==> config.mk <==
export PLATFORM = sky130hd
export DESIGN_NAME = acp_alu
export DESIGN_NICKNAME = d
export VERILOG_FILES = /design/src/rtl/acp_pkg.sv /design/src/rtl/acp_alu.sv
export SDC_FILE = /design/constraint.sdc
export NUM_CORES = 1
export LEC_CHECK = 0
export ABC_AREA = 1
export BUFFER_PORTS_ARGS = -buffer_cell sky130_fd_sc_hd__buf_2
export CORE_MARGIN = 4
export CORE_UTILIZATION = 40
export DETAILED_ROUTE_END_ITERATION = 8
export PLACE_DENSITY = 0.6
export SLEW_MARGIN = 40
export SYNTH_ARGS = -nofsm -noshare
export SYNTH_HDL_FRONTEND = slang
export SYNTH_SLANG_ARGS = --single-unit
export TNS_END_PERCENT = 100
==> constraint.sdc <==
create_clock -name i_clk -period 11.7 [get_ports i_clk]
set_input_delay 0.585 -clock i_clk [delete_from_list [all_inputs] [get_ports i_clk]]
set_output_delay 0.585 -clock i_clk [all_outputs]
set_load 0.02 [all_outputs]
==> src/rtl/acp_pkg.sv <==
// ----------------------------------------------------------------------------
// acp_pkg
// Shared constants, register codes and control types of the allpass cascade.
// ----------------------------------------------------------------------------
package acp_pkg;

    localparam int STAGES_DEF      = 4;
    localparam int MAX_DELAY_DEF   = 4096;
    localparam int SAMPLE_BITS_DEF = 24;
    localparam int GAIN_BITS_DEF   = 16;

    // Hardware never runs more than four stages: only four delay registers exist.
    localparam int MAX_HW_STAGES = 4;
    localparam int STG_W         = 2;
    localparam int DLY_REG_W     = 12;
    localparam int CNT_REG_W     = 3;
    localparam int REG_IDX_W     = 3;

    typedef enum logic [REG_IDX_W-1:0] {
        REG_FIRST_DELAY   = 3'd0,
        REG_SECOND_DELAY  = 3'd1,
        REG_THIRD_DELAY   = 3'd2,
        REG_FOURTH_DELAY  = 3'd3,
        REG_SHARED_GAIN   = 3'd4,
        REG_PARALLEL_MODE = 3'd5,
        REG_STAGES_IN_USE = 3'd6
    } t_reg_idx;

    typedef struct packed {
        logic start;     // load block input, clear or seed accumulator
        logic ld_d;      // capture delay tap and form g*d
        logic ld_w;      // form saturated w
        logic mul_w;     // form g*w
        logic ld_y;      // form stage output and fold into accumulator
        logic parallel;  // stage input is block input, outputs are summed
    } t_alu_ctl;

endpackage

==> src/rtl/acp_alu.sv <==
// ----------------------------------------------------------------------------
// acp_alu
// Shared allpass datapath: one multiplier, saturating adders and the stage
// accumulator, stepped by the sequencer one operation per cycle.
// ----------------------------------------------------------------------------
module acp_alu #(
    parameter int SAMPLE_BITS = 24,
    parameter int GAIN_BITS   = 16
) (
    input  logic                          i_clk,
    input  acp_pkg::t_alu_ctl             i_ctl,
    input  logic signed [GAIN_BITS-1:0]   i_gain,
    input  logic signed [SAMPLE_BITS-1:0] i_sample,
    input  logic signed [SAMPLE_BITS-1:0] i_rdata,
    output logic signed [SAMPLE_BITS-1:0] o_w,
    output logic signed [SAMPLE_BITS-1:0] o_result
);
    import acp_pkg::*;

    localparam int SB     = SAMPLE_BITS;
    localparam int PROD_W = SAMPLE_BITS + GAIN_BITS;
    localparam int EXT_W  = PROD_W + 2;
    localparam int ACC_W  = SAMPLE_BITS + 3;

    localparam logic signed [EXT_W-1:0] SMAX = {{(EXT_W-SB+1){1'b0}}, {(SB-1){1'b1}}};
    localparam logic signed [EXT_W-1:0] SMIN = {{(EXT_W-SB+1){1'b1}}, {(SB-1){1'b0}}};

    function automatic logic signed [SB-1:0] sat(input logic signed [EXT_W-1:0] v);
        if (v > SMAX) begin
            return SMAX[SB-1:0];
        end else if (v < SMIN) begin
            return SMIN[SB-1:0];
        end
        return v[SB-1:0];
    endfunction

    logic signed [SB-1:0]     r_x;
    logic signed [SB-1:0]     r_d;
    logic signed [SB-1:0]     r_w;
    logic signed [PROD_W-1:0] r_prod;
    logic signed [ACC_W-1:0]  r_acc;

    logic signed [SB-1:0]     mul_opnd;
    logic signed [SB-1:0]     stage_in;
    logic signed [PROD_W-1:0] prod_sh;
    logic signed [EXT_W-1:0]  prod_ext;
    logic signed [EXT_W-1:0]  w_sum;
    logic signed [EXT_W-1:0]  y_sum;
    logic signed [SB-1:0]     y_sat;
    logic signed [ACC_W-1:0]  acc_sum;

    always_comb begin
        mul_opnd = i_ctl.ld_d ? i_rdata : r_w;
        stage_in = i_ctl.parallel ? r_x : r_acc[SB-1:0];
        prod_sh  = r_prod >>> (GAIN_BITS - 1);
        prod_ext = {{2{prod_sh[PROD_W-1]}}, prod_sh};
        w_sum    = {{(EXT_W-SB){stage_in[SB-1]}}, stage_in} + prod_ext;
        y_sum    = {{(EXT_W-SB){r_d[SB-1]}}, r_d} - prod_ext;
        y_sat    = sat(y_sum);
        acc_sum  = r_acc + {{(ACC_W-SB){y_sat[SB-1]}}, y_sat};
    end

    always_ff @(posedge i_clk) begin
        if (i_ctl.start) begin
            r_x   <= i_sample;
            r_acc <= i_ctl.parallel ? '0 : {{(ACC_W-SB){i_sample[SB-1]}}, i_sample};
        end else if (i_ctl.ld_y) begin
            r_acc <= i_ctl.parallel ? acc_sum : {{(ACC_W-SB){y_sat[SB-1]}}, y_sat};
        end
        if (i_ctl.ld_d) begin
            r_d <= i_rdata;
        end
        if (i_ctl.ld_d || i_ctl.mul_w) begin
            r_prod <= i_gain * mul_opnd;
        end
        if (i_ctl.ld_w) begin
            r_w <= sat(w_sum);
        end
    end

    assign o_w      = r_w;
    assign o_result = sat({{(EXT_W-ACC_W){r_acc[ACC_W-1]}}, r_acc});

endmodule

* Word-level counts from Yosys, hierarchy flattened
Cells that the tools add are included.
Storage, ports and cells: memories kept 0, ROM bits 0, latch bits 0, output and inout bits 48, bits in writable memories 0, input bits 71, register bits after elaboration 139
Operators by class: bitwise logic cells 0, div/mod/pow operators 0, add/subtract/negate cells 3, $mul 1, $lt $le $gt $ge 6, eq/ne operators 0, shift-type cells 0, reduce and logical (&&, ||, !) cells 2, muxes and demuxes 22
Operators with widths (number):
- two-way mux 24 bit | 11
- two-way mux 27 bit | 4
- greater-than comparator 26 x 24 -> 1 bit, second input constant | 2
- < comparator 26 x 24 -> 1 bit, second input constant | 2
- multiplier 16 x 24 -> 40 bit | 1
- adder 27 bit | 1
- greater-than comparator 27 x 24 -> 1 bit, second input constant | 1
- < comparator 27 x 24 -> 1 bit, second input constant | 1
- adder 24 x 25 -> 26 bit | 1
- subtractor 24 x 25 -> 26 bit | 1
- two-way mux 1 bit | 7
- nonzero test 2 bit | 1
- logical OR 1 bit | 1

* Longest topological paths before layout
Gate-level depths: netlist of the first run.
depth in word-level cells 9, mapped depth 34

* Least setup slack after synthesis of the first run
OpenSTA, ideal clock, no wires.
path type input to register, start in i_ctl[4] in the netlist's numbering, end reg r_prod[39] (data pin), required time 11448 ps, arrival time 6302 ps, cell stages on the path 25, setup time 252 ps, setup slack 5146 ps, buffers on the path 2, cells stage by stage buf_2 -> inv_1 -> or2_2 -> o21ai_1 -> clkbuf_1 -> nor2_1 -> fa_1 -> fa_1 -> inv_1 -> fa_1 -> inv_1 -> fa_1 -> inv_1 -> fa_1 -> inv_1 -> fa_1 -> ha_1 -> a21oi_1 -> o21ai_0 -> a21oi_1 -> nor2_1 -> a211oi_1 -> nand2_1 -> nand2_1 -> nand2_1
Between the ends: cells in the longest elaborated chain, start to end 2
RTL lines:
- start, declared | RTL line acp_alu.sv:11 | input acp_pkg::t_alu_ctl i_ctl,
- two-way mux 24 bit | RTL line acp_alu.sv:53 | mul_opnd = i_ctl.ld_d ? i_rdata : r_w;
- multiplier 16 x 24 -> 40 bit | RTL line acp_alu.sv:74 | r_prod <= i_gain * mul_opnd;
- end signal, assigned | RTL line acp_alu.sv:74
- end, declared | RTL line acp_alu.sv:40 | logic signed [PROD_W-1:0] r_prod;
No other way between the ends. A chain may end at the register's enable or synchronous reset.

* Worst setup path after layout of the first run
start in i_ctl[4] in the netlist's numbering, end reg r_prod[26] (data pin)
Same word-level chain as after synthesis.

==> results of run 1 <==
## kinds of logic after synthesis
logic type	count (synthesis)	synth area share [%]
xor gates and xnor gates	78	2.816
and+or+nand+nor	1321	22.61
adders and majority gates	547	39.85
buffers and inverters	784	12.40
AOI/OAI and AO/OA	309	6.973
DFF	124	15.35
## synth_stat cells, types with 2 or more instances
| cell type | n |
|---|---|
| nand2_1 | 791 |
| nor2_1 | 288 |
| o21bai_1 | 9 |
| buf_1 | 3 |
| a211oi_1 | 2 |
| nand3b_1 | 4 |
| clkinv_1 | 13 |
| inv_2 | 7 |
| ha_1 | 171 |
| nor2_2 | 4 |
| or2_2 | 44 |
| nand4_1 | 26 |
| a21o_1 | 8 |
| buf_6 | 3 |
| xor2_1 | 45 |
| inv_1 | 688 |
| buf_2 | 7 |
| o31ai_1 | 2 |
| edfxtp_1 | 124 |
| fa_1 | 376 |
| nand3_1 | 82 |
| nor3_2 | 2 |
| buf_8 | 3 |
| nand2_2 | 47 |
| o21ai_2 | 4 |
| a31oi_1 | 13 |
| a21boi_0 | 5 |
| a21oi_1 | 117 |
| o21ai_1 | 5 |
| nor3_1 | 22 |
| nor2_4 | 2 |
| o211ai_1 | 4 |
| nor4_1 | 4 |
| nand2_4 | 2 |
| clkbuf_1 | 59 |
| o21a_1 | 7 |
| xnor2_1 | 33 |
| a31o_2 | 2 |
| o21ai_0 | 127 |
## layout make-up
class	count	area [µm²]
inverter	708	2658
multi-input combinational	2255	17540
clock buffer	19	432.9
timing repair buffer	131	688.2
fill	6201	34110
tap	782	978.4
clock inverter	12	113.9
sequential	124	3724
## how the worst max path moves through the flow
| stage | slack, ns | end | startpoint |
|---|---|---|---|
| 2_1_floorplan | 5.15 | r_prod[39] | i_ctl[4] |
| 3_3_place_gp | 3.51 | r_prod[26] | i_ctl[4] |
| 3_5_place_dp | 3.54 | r_prod[38] | i_ctl[4] |
| 4_1_cts | 3.98 | r_prod[38] | i_ctl[4] |
| 5_1_grt | 3.40 | r_prod[36] | i_ctl[4] |
| 6_report | 3.83 | r_prod[26] | i_ctl[4] |
## flip-flops by register name, indices dropped and copies added, names as in the netlist
signal and count:
r_x 24, o_w 24, r_prod 25, r_d 24, r_acc 27
## metrics by stage
stage | std cells | worst slack, ns | util (%) | area (µm²)
floorplan | 3163 | 5.146 | - | 24260
finish | 4031 | 3.834 | 43.38 | 26140
global route | 4031 | 3.396 | 43.38 | 26140
CTS | 4031 | 3.977 | 43.38 | 26140
detailed placement | 4000 | 3.542 | 42.48 | 25590
global placement | 4000 | 3.514 | 42.46 | 25580
## metal layers
layer	vias to the layer above	global-route usage (%)	share of wire [%]
li1	9718	-	-
met2	718	38.77	45
met1	10001	34.41	45
met4	0	6.191	2.6
met3	119	4.436	7.3
met5	-	0	0
==> impl_metrics.yaml, run 1 <==
outcome:
  status: "completed"
timing:
  tightest_slew_ns: 0.8666
  fin_crit_ns: 7.866
  tns_ns: 0
  fin_crit_sh_pct: 67.23
  max_freq_mhz: 127.1
  relSlewSlack_pct: 41.61
  setup_violations: 0
  slew_violations: 0
  hold_slack_ns: 0.3425
  clock-skew-final_ns: 0.01121
  hold_viol_final: 0
  grt_setup_unrepaired: "no"
setup_path:
  path_depth: 24
  rr_endpoint: "r_prod[26]"
  crit_top_cell: "fa_1"
  crit_required_ns: 11.94
  path_cells: "buf_2 > buf_4 > inv_1 > or2_2 > nand2_1 > clkinv_1 > nand2_1 > fa_1 > fa_1 > fa_1 > inv_1 > fa_1 > fa_1 > inv_1 > fa_1 > inv_1 > ha_1 > nand2_1 > nor2_1 > inv_1 > nor2_1 > nand4_1 > nand2_1 > xor2_1"
  max_stage_delay_ns: 0.55
  crit_slowest_cell: "fa_1"
  crit_family: "adder cells"
  critPathCaptureType: "flop"
  critPathMaxFanout: 52
  cp.buffers_inverters: 8
  reg2reg_depth: 21
  regToRegSetupSlack_ns: 4.58
  cp.arrival_ns: 8.11
  path_class: "in -> reg"
  reg2reg_from: "o_w[12]"
  start_kind: "primary input"
hold_path:
  min_from: "i_sample[2]"
  holdPathEnd: "r_x[2]"
  holdPathStages: 1
  hold_class: "in -> reg"
final_layout:
  final_common_cell: "nand2_1"
  antenna_cells: 0
  syn_to_final_growth_pct: 7.736
  nets: 3855
  drive_above_1_share_pct: 8.587
  most-common-layout-cells: "nand2_1 (791), inv_1 (688), fa_1 (376), nor2_1 (288), ha_1 (170)"
cts:
  post_cts_buffers: 0
  hold_buffers: 0
  htreeDepth: 4
  cts_tree: "yes"
  clk_latency_ns: 0.44
  clkSlewWorstSetupHoldPaths_ns: 0.07
  cts_sinks: 124
  cts_buffer_depth: 2
  cts_made_buffers: 17
  cts_resized: 0
  clockRootBuffer: "clkbuf_16"
yosys:
  netlist_instances: 3163
  ys_seq_area_share_pct: 15.35
  ys_ff_latch: 124
  syn_avg_cell_area_um2: 7.670
  synth_area_leaders: "fa_1 (31%), edfxtp_1 (15%), nand2_1 (12%), inv_1 (11%), ha_1 (8.8%)"
  synth_edf_count: 124
  syn_nets: 3781
  ys.flop_type: "edfxtp_1"
  async_reset_ff_share_pct: 0
  ys_warn_count: 0
  yosysTopAreaCell: "fa_1"
  ys_types: 47
  synthesis.area_um2: 24260
  synth_top_area_share_pct: 31.03
grt:
  grt_use_total_pct: 24.27
  grt_max_degree: 63
  grt_pass1_vias: 20948
  overflow: 0
  grt_first_pass_wirelength_um: 120900
  antenna_found_initial: 0
routing:
  antenna_left: 0
  vias: 20556
  wl_per_cell_um: 19.04
  avgViaCountPerCell: 5.099
  drtIter0Drc: 1673
  first_pass_iters: 8
  routed_wirelength_um: 76770
  drc_errors: 0
flow_run:
  maxCapViolCount: 0
place:
  gp_congestion: 0.9854
  port_buffers: 118
  dp_hpwl_um: 64880
floorplanning:
  die_w_um: 254.3
  fp.dieArea_um2: 64650
  coreArea_um2: 60250
  initial_core_util_pct: 40.27
  io-pin-count: 119
  row_count: 90
  die_y_um: 254.3
Power of run 1 is not shown: default switching activity piles up to over one toggle a cycle in this logic, so the estimate is an artifact.
==> run 2: changes to the inputs <==
- ABC_AREA: 1 -> 0
- PLACE_DENSITY: 0.6 -> 0.62
- clock period: 11.7 -> 6.6 ns (I/O delays scaled with it)
==> run 2 against run 1 <==
  * Core utilization increased by 3.8 points
  * Synthesized cell count fell by 26%
  * Wire length fell by 20%
  * Setup slack lost 3.8 ns
  * Final area fell by 0.26%
  * Highest routed layer is now met5
==> impl_metrics.yaml, run 2 <==
outcome:
  status: "completed"
place:
  dp_cells: 3307
  gp_congestion: 0.9244
  dp_hpwl_um: 51450
  place_area_um2: 25020
  port_buffers: 118
timing:
  setup_violations: 0
  clock-skew-final_ns: 0.006433
  tns_ns: 0
  hold_viol_final: 0
  slew_violations: 0
  tightest_slew_ns: 0.7606
  fin_crit_sh_pct: 99.90
  grt_setup_unrepaired: "yes"
  relSlewSlack_pct: 49.29
  max_freq_mhz: 151.7
  fin_crit_ns: 6.593
cts:
  cts_buffer_depth: 2
  htreeDepth: 4
  cts_made_buffers: 17
  clockRootBuffer: "clkbuf_16"
  cts_sinks: 124
  clkSlewWorstSetupHoldPaths_ns: 0.06
  hold_buffers: 0
  cts_tree: "yes"
  clk_latency_ns: 0.45
grt:
  antenna_found_initial: 6
  grt_use_total_pct: 20.98
  grt_pass1_vias: 18795
  grt_first_pass_wirelength_um: 100000
  overflow: 0
  grt_max_degree: 30
yosys:
  syn_avg_cell_area_um2: 9.517
  yosys-top-cells-count: "inv_1 (464), fa_1 (376), nand2_1 (263), ha_1 (171), and2_1 (130)"
  ys_warn_count: 0
  netlist_instances: 2348
  ys_types: 76
  ys.flop_type: "edfxtp_1"
  synthesis.area_um2: 22350
  synth_area_leaders: "fa_1 (34%), edfxtp_1 (17%), ha_1 (9.6%), inv_1 (7.8%), nand2_1 (4.4%)"
  synth_top_area_share_pct: 33.69
  synth_edf_count: 124
  ys_ff_latch: 124
  yosysTopAreaCell: "fa_1"
  syn_nets: 2966
  async_reset_ff_share_pct: 0
  ys_seq_area_share_pct: 16.66
  synth_most_common_cell: "inv_1"
setup_path:
  max_stage_delay_ns: 0.57
  cp.arrival_ns: 6.77
  critPathMaxFanout: 8
  crit_top_cell: "fa_1"
  crit_required_ns: 6.78
  start_kind: "flop"
  crit_family: "adder cells"
  crit_slowest_cell: "fa_2"
  path_class: "reg -> reg"
  critPathCaptureType: "flop"
  path_cells: "mux2_4 > and2_4 > fa_1 > fa_1 > fa_1 > inv_2 > fa_1 > fa_1 > inv_1 > fa_2 > ha_4 > a221o_1 > or3_4 > o211a_4 > o221a_4 > o31ai_4 > o21ai_2 > a31o_2 > a21oi_2 > xnor2_1"
  cp.buffers_inverters: 2
routing:
  wl_per_cell_um: 18.27
  drc_errors: 0
  avgViaCountPerCell: 5.161
  drtIter0Drc: 1027
  first_pass_iters: 5
  routed_wirelength_um: 61470
  antenna_left: 0
  vias: 17361
final_layout:
  top_register: "r_acc"
  top_regs: "r_acc: 27 flops, r_prod: 25 flops"
  final_common_cell: "inv_1"
  fin_area_um2: 26070
  most-common-layout-cells: "inv_1 (456), fa_1 (370), nand2_1 (256), buf_4 (182), ha_1 (166)"
  largest_reg_flops: 27
  nets: 3217
  fin_cells: 3364
  drive_above_1_share_pct: 18.64
  fin_util_pct: 47.22
  syn_to_final_growth_pct: 16.66
floorplanning:
  die_w_um: 244.4
  fp.dieArea_um2: 59710
  row_count: 86
  die_y_um: 244.4
  coreArea_um2: 55200
  io-pin-count: 119
  initial_core_util_pct: 40.48
flow_run:
  maxCapViolCount: 0
hold_path:
  hold_class: "in -> reg"
-- run 2: metal layers --
| layer | wire length, µm | vias to the layer above | track usage [%] | part of all wire (%) |
|---|---|---|---|---|
| met3 | 3371 | 94 | 2.697 | 5.5 |
| met1 | 26960 | 8709 | 27.92 | 44 |
| met5 | 38 | - | 0 | 0.062 |
| li1 | - | 8040 | - | - |
| met2 | 29680 | 512 | 36.21 | 48 |
| met4 | 1416 | 6 | 5.738 | 2.3 |
-- run 2: path summary, 6_finish.rpt --
| kind | depth (start not counted) | to | start | slack (ns) |
|---|---|---|---|---|
| worst min-delay path | 1 | r_x[11] | i_sample[11] | 0.08 |
| worst max register to register | 20 | r_prod[39] | o_w[4] | 0.007 |
| worst max-delay path | 20 | r_prod[39] | o_w[4] | 0.007 |
| worst min register to register | 2 | o_w[0] | r_prod[15] | 0.75 |
-- run 2: logic make-up after synthesis --
| kind of cell | synth area share [%] |
|---|---|
| and+or+nand+nor | 13.35 |
| buffers and inverters | 9.295 |
| adders and majority gates | 43.26 |
| AOI/OAI and AO/OA | 11.64 |
| DFF | 16.66 |
| xor gates and xnor gates | 3.292 |
| muxes | 2.503 |
-- run 2: metrics by stage --
step / hold WS (ns) / worst slack (ns)
2_1_floorplan: 0.4289 / -0.03267
3_3_place_gp: 0.5259 / -0.2891
3_5_place_dp: 0.5312 / -0.3976
4_1_cts: 0.05904 / -0.04228
5_1_grt: 0.07102 / -0.1726
6_report: 0.07703 / 0.006530
-- run 2: worst register-to-register path, cell delays in order, from the launching register on --
cell      delay, ns
edfxtp_1       0.45
mux2_4         0.36
and2_4         0.16
fa_1           0.56
fa_1           0.43
fa_1           0.51
inv_2          0.04
fa_1           0.48
fa_1           0.49
inv_1          0.05
fa_2           0.57
ha_4           0.21
a221o_1        0.31
or3_4          0.40
o211a_4        0.28
o221a_4        0.25
o31ai_4        0.23
o21ai_2        0.10
a31o_2         0.23
a21oi_2        0.13
xnor2_1        0.09
-- run 2: cell type report --
| type | instances | area [µm²] |
|---|---|---|
| well taps | 748 | 935.9 |
| repair buffers | 316 | 2198 |
| multi-input cells | 1676 | 16850 |
| fillers | 5162 | 29130 |
| clock buffers | 17 | 425.4 |
| diodes | 4 | 10.01 |
| inverters | 464 | 1742 |
| flip-flops and latches | 124 | 3724 |
| clock inverters | 15 | 185.2 |
-- run 2: what timing repair did --
action | in CTS | in global routing
setup endpoints to repair | 8 | 15
pin swaps | 5 | 32
resized for setup | 8 | 59
cloned | 0 | 1
setup buffers | 7 | 13
Power of run 2 is left out for the same reason.
